--- config.mk ---
export PLATFORM = sky130hd
export DESIGN_NAME = vfm_ctrl
export DESIGN_NICKNAME = d
export VERILOG_FILES = /design/src/rtl/core/vfm_pkg.sv /design/src/rtl/core/vfm_ctrl.sv
export SDC_FILE = /design/constraint.sdc
export NUM_CORES = 1
export LEC_CHECK = 0
export BUFFER_PORTS_ARGS = -buffer_cell sky130_fd_sc_hd__buf_2
export CAP_MARGIN = 25
export CORE_AREA = 8 8 45 47
export CTS_BUF_LIST = sky130_fd_sc_hd__clkbuf_8 sky130_fd_sc_hd__clkbuf_16
export CTS_CLUSTER_SIZE = 24
export DETAILED_ROUTE_END_ITERATION = 10
export DIE_AREA = 0 0 53 55
export SETUP_SLACK_MARGIN = 0.1
export SYNTH_ARGS = -nofsm -noshare
export SYNTH_HDL_FRONTEND = slang
export SYNTH_SLANG_ARGS = --single-unit
--- constraint.sdc ---
create_clock -name i_clk -period 1.4 [get_ports i_clk]
set_input_delay 0.21 -clock i_clk [delete_from_list [all_inputs] [get_ports i_clk]]
set_output_delay 0.21 -clock i_clk [all_outputs]
set_load 0.005 [all_outputs]
--- src/rtl/core/vfm_pkg.sv ---
// Package for the voxel face mesher: widths, result kinds, side codes,
// controller states, command/status structs and the side-to-corner table.
// No dependencies.
`default_nettype none

package vfm_pkg;

    localparam int DEFAULT_GRID_SIDE = 32;
    localparam int POS_W             = 5;
    localparam int VCOORD_W          = 6;
    localparam int IDX_W             = 16;
    localparam int NUM_SIDES         = 6;
    localparam int NUM_CORNERS       = 8;

    localparam logic KIND_VERT = 1'b0;
    localparam logic KIND_TRI  = 1'b1;

    localparam logic [2:0] SIDE_XM = 3'd0;
    localparam logic [2:0] SIDE_XP = 3'd1;
    localparam logic [2:0] SIDE_ZM = 3'd2;
    localparam logic [2:0] SIDE_ZP = 3'd3;
    localparam logic [2:0] SIDE_YM = 3'd4;
    localparam logic [2:0] SIDE_YP = 3'd5;

    typedef enum logic [2:0] {
        ST_CLEAR,
        ST_IDLE,
        ST_SIDE,
        ST_CORNER,
        ST_LOOK,
        ST_TRI0,
        ST_TRI1
    } t_state;

    typedef struct packed {
        logic clr_wr;
        logic load;
        logic side_start;
        logic rd_issue;
        logic use_cache;
        logic use_seen;
        logic new_vert;
        logic emit_tri0;
        logic emit_tri1;
    } t_dp_cmd;

    typedef struct packed {
        logic clr_last;
        logic mask_empty;
        logic have_cur;
        logic rd_seen;
        logic j_last;
        logic out_free;
    } t_dp_sts;

    // corner number: bit 2 x offset, bit 1 z offset, bit 0 y offset
    function automatic logic [2:0] quad_corner(input logic [2:0] side, input logic [1:0] pos);
        logic [3:0][2:0] row;
        case (side)
            SIDE_XM: row = {3'd2, 3'd3, 3'd1, 3'd0};
            SIDE_XP: row = {3'd4, 3'd5, 3'd7, 3'd6};
            SIDE_ZM: row = {3'd1, 3'd5, 3'd4, 3'd0};
            SIDE_ZP: row = {3'd6, 3'd7, 3'd3, 3'd2};
            SIDE_YM: row = {3'd6, 3'd2, 3'd0, 3'd4};
            SIDE_YP: row = {3'd3, 3'd7, 3'd5, 3'd1};
            default: row = '0;
        endcase
        return row[pos];
    endfunction

endpackage

`default_nettype wire

--- src/rtl/core/vfm_ctrl.sv ---
// Controller state machine: clearing pass, voxel accept, side and corner
// sequencing, result emission. Depends on vfm_pkg.
`default_nettype none

module vfm_ctrl import vfm_pkg::*; (
    input  wire logic    i_clk,
    input  wire logic    i_rst_n,
    input  wire logic    i_in_valid,
    output logic         o_in_ready,
    input  wire t_dp_sts i_sts,
    output t_dp_cmd      o_cmd
);

    t_state r_state;
    t_state n_state;

    always_ff @(posedge i_clk) begin
        if (!i_rst_n) begin
            r_state <= ST_CLEAR;
        end else begin
            r_state <= n_state;
        end
    end

    always_comb begin
        n_state = r_state;
        case (r_state)
            ST_CLEAR: begin
                if (i_sts.clr_last) n_state = ST_IDLE;
            end
            ST_IDLE: begin
                if (i_in_valid) n_state = ST_SIDE;
            end
            ST_SIDE: begin
                n_state = i_sts.mask_empty ? ST_IDLE : ST_CORNER;
            end
            ST_CORNER: begin
                if (i_sts.have_cur) begin
                    n_state = i_sts.j_last ? ST_TRI0 : ST_CORNER;
                end else begin
                    n_state = ST_LOOK;
                end
            end
            ST_LOOK: begin
                if (i_sts.rd_seen || i_sts.out_free) begin
                    n_state = i_sts.j_last ? ST_TRI0 : ST_CORNER;
                end
            end
            ST_TRI0: begin
                if (i_sts.out_free) n_state = ST_TRI1;
            end
            ST_TRI1: begin
                if (i_sts.out_free) n_state = i_sts.mask_empty ? ST_IDLE : ST_SIDE;
            end
            default: n_state = ST_CLEAR;
        endcase
    end

    always_comb begin
        o_cmd      = '0;
        o_in_ready = 1'b0;
        case (r_state)
            ST_CLEAR: o_cmd.clr_wr = 1'b1;
            ST_IDLE: begin
                o_in_ready = 1'b1;
                o_cmd.load = i_in_valid;
            end
            ST_SIDE: o_cmd.side_start = !i_sts.mask_empty;
            ST_CORNER: begin
                o_cmd.use_cache = i_sts.have_cur;
                o_cmd.rd_issue  = !i_sts.have_cur;
            end
            ST_LOOK: begin
                o_cmd.use_seen = i_sts.rd_seen;
                o_cmd.new_vert = !i_sts.rd_seen && i_sts.out_free;
            end
            ST_TRI0: o_cmd.emit_tri0 = i_sts.out_free;
            ST_TRI1: o_cmd.emit_tri1 = i_sts.out_free;
            default: o_cmd = '0;
        endcase
    end

endmodule

`default_nettype wire

==> results of run 1 <==
[per-layer routing]
metal  vias to the layer above  routed length, µm  track usage
met5                         -                  0            0
met4                         0                  0      0.02586
met3                         0                 90      0.02674
met2                        12                523       0.1113
met1                       200                490      0.08788
li1                        221                  -            -
[metrics by stage]
stage / total power [mW] / setup TNS, ns / area (µm²)
6_report: 0.5924 / 0 / 581.8
5_1_grt: 0.6429 / -0.02179 / 581.8
4_1_cts: 0.5684 / 0 / 526.8
3_5_place_dp: 0.3056 / 0 / 452.9
3_3_place_gp: 0.3055 / 0 / 452.9
2_1_floorplan: 0.2446 / 0 / 347.8
[cells by family after synthesis]
logic type / count (synthesis)
buffers and inverters: 7
AO/OA/AOI/OAI: 11
multiplexers: 1
flip-flops: 3
AND/OR/NAND/NOR: 28
[Yosys cell counts]
| library cell | n | area, µm² |
|---|---|---|
| a21oi_1 | 5 | 25.02 |
| nor3_1 | 5 | 25.02 |
| nand2_1 | 4 | 15.01 |
| nor2b_1 | 4 | 25.02 |
| dfxtp_1 | 3 | 60.06 |
| inv_1 | 3 | 11.26 |
| nand2b_1 | 3 | 18.77 |
| nor2_1 | 3 | 11.26 |
| and3_1 | 2 | 12.51 |
| nor3b_1 | 2 | 15.01 |
| a211o_1 | 1 | 8.760 |
| a32o_1 | 1 | 10.01 |
| a32oi_1 | 1 | 8.760 |
| and2_1 | 1 | 6.260 |
| and4b_1 | 1 | 10.01 |
| buf_2 | 1 | 5.000 |
| buf_4 | 1 | 7.510 |
| buf_6 | 1 | 11.26 |
| clkbuf_1 | 1 | 3.750 |
| mux2i_1 | 1 | 10.01 |
| nand3_1 | 1 | 5.000 |
| nor4bb_1 | 1 | 10.01 |
| o21ai_1 | 1 | 5.000 |
| o21bai_1 | 1 | 7.510 |
| o41ai_1 | 1 | 8.760 |
| or3b_1 | 1 | 8.760 |
[area by class of cell]
type	instances	area, µm²	share of cell area
multi-input combinational	40	310.3	0.5333
sequential	3	65.06	0.1118
tap	16	20.02	0.03441
timing repair buffer	22	130.1	0.2237
clock buffer	3	41.29	0.07097
inverter	3	11.26	0.01935
clock inverter	1	3.754	0.006452
[power breakdown]
part / leakage, nW / switching [mW] / total (mW) / internal, mW
clock: 0.0269 / 0.0524 / 0.239 / 0.186
combinational: 0.223 / 0.117 / 0.243 / 0.125
sequential: 0.0256 / 0.0127 / 0.111 / 0.0985
[timing repair]
action	in CTS	in global routing
hold endpoints to repair	0	0
setup endpoints to repair	11	12
pin swaps	2	2
gates resized for setup	4	12
setup buffers	1	0
[critical path, cell delays in order (launching register included)]
cell     delay, ns
dfxtp_2       0.30
or3b_4        0.39
a32o_2        0.29
a211o_1       0.25
o41ai_2       0.05
[path summary, 6_finish.rpt]
check | start | to | slack, ns | cells past startpoint
setup reg to reg | r_state[0] | r_state[1] | 0.02 | 4
setup / recovery | r_state[0] | r_state[1] | 0.02 | 4
hold reg to reg | r_state[2] | r_state[1] | 0.62 | 2
hold / removal | i_sts[0] | r_state[1] | 0.29 | 2
==> impl_metrics.yaml, run 1 <==
synthesis:
  synth_xor_area_frac: 0
  ys_ff_latch: 3
  yosys.area_share.simple: 0.4710
  syn-cell-area_um2: 345.3
  synth_cells: 50
  ys_warn_count: 0
  synth_top_family_by_area: "simple AND/OR/NAND/NOR gates"
  yosysSeqAreaShare: 0.1739
  muxShareOfSynthArea: 0.02899
  ys_types: 26
  syn_area_per_cell_um2: 6.907
  synth-compound-area-share: 0.2138
  synth_fa_ha_area_frac: 0
  syn_nets: 59
pwr:
  vdd_drop_max_uv: 586.9
  power_density_nw_per_um2: 1018
  p_leak_nw: 0.2754
route:
  viasPerCell: 4.920
  drt_iter0_drc: 7
  routedWlPerCell_um: 12.55
  vias: 433
  drc: 0
  routed_wl_mm: 1.104
  first_pass_iters: 2
  drtAntennaViolNets: 0
floorplan:
  die_area_um2: 2915
  initial_core_util: 0.2495
  num_rows: 14
  core_um2: 1384
  die_w_um: 53
  io_pins: 19
  die_h_um: 55
placed_design:
  hpwl_um: 810.2
  gp_congestion: 0.8109
  dp_cells: 83
  pre_cts_ws_ns: 0.03480
  place.port_buffers: 18
timing:
  fmax_mhz: 722.7
  worstMarginPinSlew_ns: 0.2322
  whs_ns: 0.2949
  fin_crit_ns: 1.384
  fin_ws_ns: 0.01636
  hold_violations: 0
  setup_viol: 0
  fin_crit_sh: 0.9883
  slew_headroom: 0.8435
  grt_setup_unrepaired: "true"
  worst_clock_skew_ns: 0.001956
  maxSlewViolCount: 0
grt:
  grt_pass1_vias: 400
  grtUsageTotal: 0.07151
  overflow: 0
  grt_pass1_wl_mm: 1.649
  antenna_found_initial: 0
  grt_max_degree: 21
clock_tree:
  clockRootBuffer: "clkbuf_8"
  clock-sinks: 3
  clk_latency_ns: 0.21
  htreeDepth: 1
  cts_buffer_depth: 2
  holdBufCountCts: 0
  clkTransAtPathRegs_ns: 0.03
  cts_buffers: 3
  cts_tree: "done"
critical_path:
  crit_fanout: 3
  worstSetupStartpointType: "flip-flop"
  crit_arrival_ns: 1.49
  critical_path.endpoint_type: "flip-flop"
  crit_type: "reg2reg"
  worstPathRequired_ns: 1.51
final_layout:
  final_common_cell: "buf_2"
  fin_cells: 88
  largestRegisters: "r_state (3)"
  fin_util: 0.4204
  areaGrowthSynthToFinish_pct: 68.48
  top_register: "r_state"
  layout_common_cells: "buf_2 (17), nor3_1 (5), a21oi_1 (5), nand2_1 (4), inv_1 (4)"
  fill_cells: 143
  diodes: 0
  drive_above_1_share: 0.5278
  nNetsFinal: 82
  largest_reg_flops: 3
hold_path:
  holdCritPathClass: "in2reg"
run_status:
  status: "complete, no violations"
run:
  drv_cap: 0
(Power assumes the default switching activity.)
==> inputs of run 2 (changes only) <==
- PLACE_DENSITY: unset -> 0.59
==> run 2 against run 1 <==
Net effect:
- clock-buffer cell count is the same
- utilization grew 3.5 points
- sequential share of layout area shrank 0.67 points
- critical path depth is the same
- critical endpoint unchanged
- die area is the same
- first-iteration DRC count grew 14%
- wire length grew 21%
- worst hold slack lost 0.011 ns
- register-to-register slack is essentially flat
- clock power is essentially flat
==> impl_metrics.yaml, run 2 (synthesis gave the netlist of run 1 again) <==
critical_path:
  crit_arrival_ns: 1.50
  reg2reg_from: "r_state[0]"
  timing.rr.end: "r_state[1]"
  worstSetupStartpointType: "flip-flop"
  rr_worst_depth: 4
  crit_type: "reg2reg"
  worstPathRequired_ns: 1.51
  timing.critical_path.slowest_stage_cell: "or3b_4"
  critical_path.endpoint_type: "flip-flop"
  rrSetupSlack_ns: 0.008
  critical-path-max-stage-delay_ns: 0.40
  crit_fanout: 3
  crit_chain: "or3b_4, a32o_2, a211o_1, o41ai_2"
final_layout:
  largestRegisters: "r_state (3)"
  nNetsFinal: 86
  final_common_cell: "buf_2"
  top_register: "r_state"
  fill_cells: 146
  ff_latch_area_um2: 66.31
  diodes: 0
  drive_above_1_share: 0.5921
  multi_input_area_um2: 322.8
  layout_common_cells: "buf_2 (18), a21oi_1 (5)"
  areaGrowthSynthToFinish_pct: 82.61
  largest_reg_flops: 3
  final_area_um2: 630.6
floorplan:
  die_h_um: 55
  initial_core_util: 0.2495
  io_pins: 19
  num_rows: 14
  core_um2: 1384
  die_area_um2: 2915
  die_w_um: 53
hold_path:
  hold_depth: 3
  holdCritPathClass: "in2reg"
  min_to: "r_state[2]"
  worstHoldStart: "i_rst_n"
timing:
  setup_viol: 0
  fmax_mhz: 718.3
  worst_clock_skew_ns: 0.001172
  worstMarginPinSlew_ns: 0.2498
  whs_ns: 0.2838
  fin_crit_ns: 1.392
  slew_headroom: 0.8312
  hold_violations: 0
  fin_crit_sh: 0.9944
  maxSlewViolCount: 0
  grt_setup_unrepaired: "true"
route:
  drtAntennaViolNets: 0
  routedWlPerCell_um: 14.49
  viasPerCell: 5.141
  first_pass_iters: 2
  vias: 473
  routed_wl_mm: 1.333
  drt_iter0_drc: 8
  drc: 0
clock_tree:
  cts_tree: "done"
  clockRootBuffer: "clkbuf_8"
  htreeDepth: 1
  cts_buffers: 3
  cts_buffer_depth: 2
  clkTransAtPathRegs_ns: 0.03
  holdBufCountCts: 0
  clk_latency_ns: 0.21
  clock-sinks: 3
grt:
  grtUsageTotal: 0.08788
  overflow: 0
  grt_pass1_vias: 459
  antenna_found_initial: 0
  grt_pass1_wl_mm: 1.918
  grt_max_degree: 21
run_status:
  status: "complete, no violations"
placed_design:
  place_area_um2: 452.9
  place.port_buffers: 18
  gp_congestion: 0.7819
  hpwl_um: 838.7
pwr:
  vdd_drop_max_uv: 369.5
  power_density_nw_per_um2: 1025
  p_leak_nw: 0.3088
run:
  drv_cap: 0
run 2: changes by cell type in the layout (fill, tap and decap cells not counted), sizes merged:
| cell | delta |
|---|---|
| buf | +4 |
run 2: layer usage:
layer,share of wire,vias to the layer above,routed length [µm],track usage
li1,-,236,-,-
met1,0.39,219,525,0.08788
met2,0.51,16,674,0.1465
met3,0.084,2,112,0.02674
met4,0.016,0,21,0.07759
met5,0,-,0,0
run 2: cell type report:
cell class                      count  share of cell area
Sequential cell                     3              0.1052
Inverter                            3             0.01786
Clock inverter                      1            0.005952
Clock buffer                        3             0.06548
Multi-Input combinational cell     40              0.5119
Timing Repair Buffer               26              0.2619
Tap cell                           16             0.03175
run 2: through the flow:
stage / total power [mW] / utilization / instances / setup WS, ns / setup TNS, ns
CTS: 0.5831 / 0.3888 / 90 / 0.04874 / 0
detailed placement: 0.3093 / 0.3273 / 83 / 0.02338 / 0
finish: 0.6466 / 0.4557 / 92 / 0.007855 / 0
global placement: 0.3041 / 0.3273 / 83 / 0.06421 / 0
global route: 0.6931 / 0.4557 / 92 / -0.03389 / -0.03389
floorplan: 0.2446 / - / 50 / 0.07497 / 0
run 2: how the worst max path moves through the flow:
stage / from / end / slack, ns / cells past startpoint
3_5_place_dp: r_state[0] / r_state[1] / 0.02 / 4
4_1_cts: r_state[0] / r_state[1] / 0.05 / 4
6_report: r_state[0] / r_state[1] / 0.008 / 4
3_3_place_gp: r_state[0] / r_state[1] / 0.06 / 4
2_1_floorplan: r_state[0] / r_state[1] / 0.07 / 4
5_1_grt: r_state[0] / r_state[1] / -0.03 / 4
run 2: power breakdown:
part           switching [mW]  internal (mW)
combinational           0.139          0.152
clock                  0.0551          0.186
sequential             0.0148         0.0995
run 2: worst max-delay path: cells and delay by family (launching register included):
family / cells / cell delay (ns)
compound gates: 3 / 0.57
flops: 1 / 0.32
simple gates: 1 / 0.40
run 2: repair_timing:
| item | 4_1_cts | 5_1_grt |
|---|---|---|
| pin swaps | 2 | 6 |
| resized for setup | 5 | 17 |
| gates cloned | 1 | 0 |
| setup buffers | 2 | 2 |
| endpoints found under the setup margin | 11 | 11 |
==> inputs of run 3 (changes only) <==
- CAP_MARGIN: 25 -> unset
- CELL_PAD_IN_SITES_DETAIL_PLACEMENT: unset -> 0
- CELL_PAD_IN_SITES_GLOBAL_PLACEMENT: unset -> 1
- CORE_AREA: 8 8 45 47 -> unset
- CORE_MARGIN: unset -> 8
- CORE_UTILIZATION: unset -> 24
- DIE_AREA: 0 0 53 55 -> unset
- PLACE_DENSITY: 0.59 -> 0.76
==> run 3 against run 2 <==
Net effect:
- setup slack gained 0.038 ns
- sequential power is essentially flat
- cell count shrank 1.1%
- highest routed layer is now met3
- maximum frequency grew 2.8%
- utilization shrank 0.56 points
- clock skew shrank 0.00084 ns
- total power shrank 7.1%
- critical endpoint unchanged
- die area shrank 0.23%
- non-clock buffer count is the same
==> impl_metrics.yaml, run 3 (synthesis gave the netlist of run 1 again) <==
timing:
  grt_setup_unrepaired: "true"
  maxSlewViolCount: 0
  fin_crit_sh: 0.9671
  fmax_mhz: 738.6
  fin_crit_ns: 1.354
  worstMarginPinSlew_ns: 0.2164
  setup_viol: 0
  hold_violations: 0
  worst_clock_skew_ns: 0.0003348
  tns_ns: 0
  fin_ws_ns: 0.04603
  slew_headroom: 0.8538
grt:
  antenna_found_initial: 0
  grt_pass1_vias: 397
  grt_pass1_wl_mm: 1.593
  grt_max_degree: 21
  globalRouteMet1Util: 0.07895
  grt_util_met2: 0.1216
  gr-max-usage-layer: "met2"
  grtUsageTotal: 0.07037
  overflow: 0
  gr-usage-met3: 0.02204
final_layout:
  top_register: "r_state"
  fin_cells: 91
  fill_cells: 138
  largestRegisters: "r_state (3)"
  areaGrowthSynthToFinish_pct: 71.74
  layout_common_cells: "buf_2 (18), buf_4 (6), a21oi_1 (5), nand2_1 (4), inv_1 (4)"
  final_common_cell: "buf_2"
  nNetsFinal: 86
  largest_reg_flops: 3
  drive_above_1_share: 0.5263
  fin_util: 0.4501
  diodes: 0
placed_design:
  dp_cells: 82
  hpwl_um: 784.5
  pre_cts_ws_ns: 0.04686
  place.port_buffers: 18
  gp_congestion: 0.7195
critical_path:
  worstSetupStartpointType: "flip-flop"
  worstPathRequired_ns: 1.52
  crit_type: "reg2reg"
  crit_fanout: 3
  critical-path-max-stage-delay_ns: 0.39
  timing.critical_path.slowest_stage_cell: "or3b_1"
  cp.buffers_inverters: 0
  crit_family: "compound AO/OA/AOI/OAI gates"
  crit_arrival_ns: 1.47
  critical_path.endpoint_type: "flip-flop"
  rrSetupSlack_ns: 0.05
  crit_chain: "or3b_1, a32o_2, a211o_1, o41ai_2"
floorplan:
  core_um2: 1318
  die_area_um2: 2908
  initial_core_util: 0.2621
  num_rows: 13
  die_w_um: 53.93
  io_pins: 19
  die_h_um: 53.93
clock_tree:
  htreeDepth: 1
  clkTransAtPathRegs_ns: 0.03
  cts_buffer_depth: 2
  clk_latency_ns: 0.21
  clockRootBuffer: "clkbuf_8"
  cts_buffers: 3
  clock-sinks: 3
  holdBufCountCts: 0
  cts_tree: "done"
run:
  drv_cap: 0
route:
  viasPerCell: 4.989
  first_pass_iters: 4
  vias: 454
  routedWlPerCell_um: 12.56
  routed_wl_mm: 1.143
  drc: 0
  drtAntennaViolNets: 0
  drt_iter0_drc: 6
pwr:
  vdd_drop_max_uv: 522.6
  power_density_nw_per_um2: 1013
  p_leak_nw: 0.2985
run_status:
  status: "complete, no violations"
hold_path:
  holdCritPathClass: "in2reg"
## run 3: cell counts in the layout (fill, tap and decap cells not counted)
No cell type changed its count.
## run 3: worst paths after layout
kind / startpoint / to / depth (start not counted)
setup / recovery: r_state[0] / r_state[1] / 4
setup reg to reg: r_state[0] / r_state[1] / 4
hold / removal: i_sts[0] / r_state[1] / 2
hold reg to reg: r_state[0] / r_state[1] / 2
## run 3: final cells by class
class	instances	area (µm²)	area share
multi-input cells	40	295.3	0.4979
repair buffers	26	157.7	0.2658
flip-flops and latches	3	65.06	0.1097
clock buffers	3	41.29	0.06962
well taps	15	18.77	0.03165
inverters	3	11.26	0.01899
clock inverters	1	3.754	0.006329
## run 3: timing repair
item,4_1_cts,5_1_grt
setup buffers,2,2
setup endpoints to repair,11,9
pin swaps,3,1
resized for setup,8,6
gates cloned,0,1
endpoints found under the hold margin,0,0
## run 3: worst reg2reg max path, cell delays in order (launching register included)
cell     delay [ns]
dfxtp_2        0.31
or3b_1         0.39
a32o_2         0.27
a211o_1        0.24
o41ai_2        0.05
## run 3: where the power goes
group          switching, mW  internal, mW
Sequential            0.0138        0.0985
Combinational          0.121         0.133
Clock                 0.0492         0.186
## run 3: metal layers
layer | vias up | share of wire
met5 | - | 0
met4 | 0 | 0
met3 | 0 | 0.11
met2 | 15 | 0.47
met1 | 206 | 0.42
li1 | 233 | -
## run 3: stage by stage
step	hold slack (ns)	power (mW)	cell area, µm²
floorplan	0.3109	0.2446	347.8
global placement	0.4670	0.3062	451.7
detailed placement	0.4655	0.3069	451.7
CTS	0.2837	0.5788	550.5
global route	0.2875	0.6469	593.1
finish	0.2865	0.6009	593.1
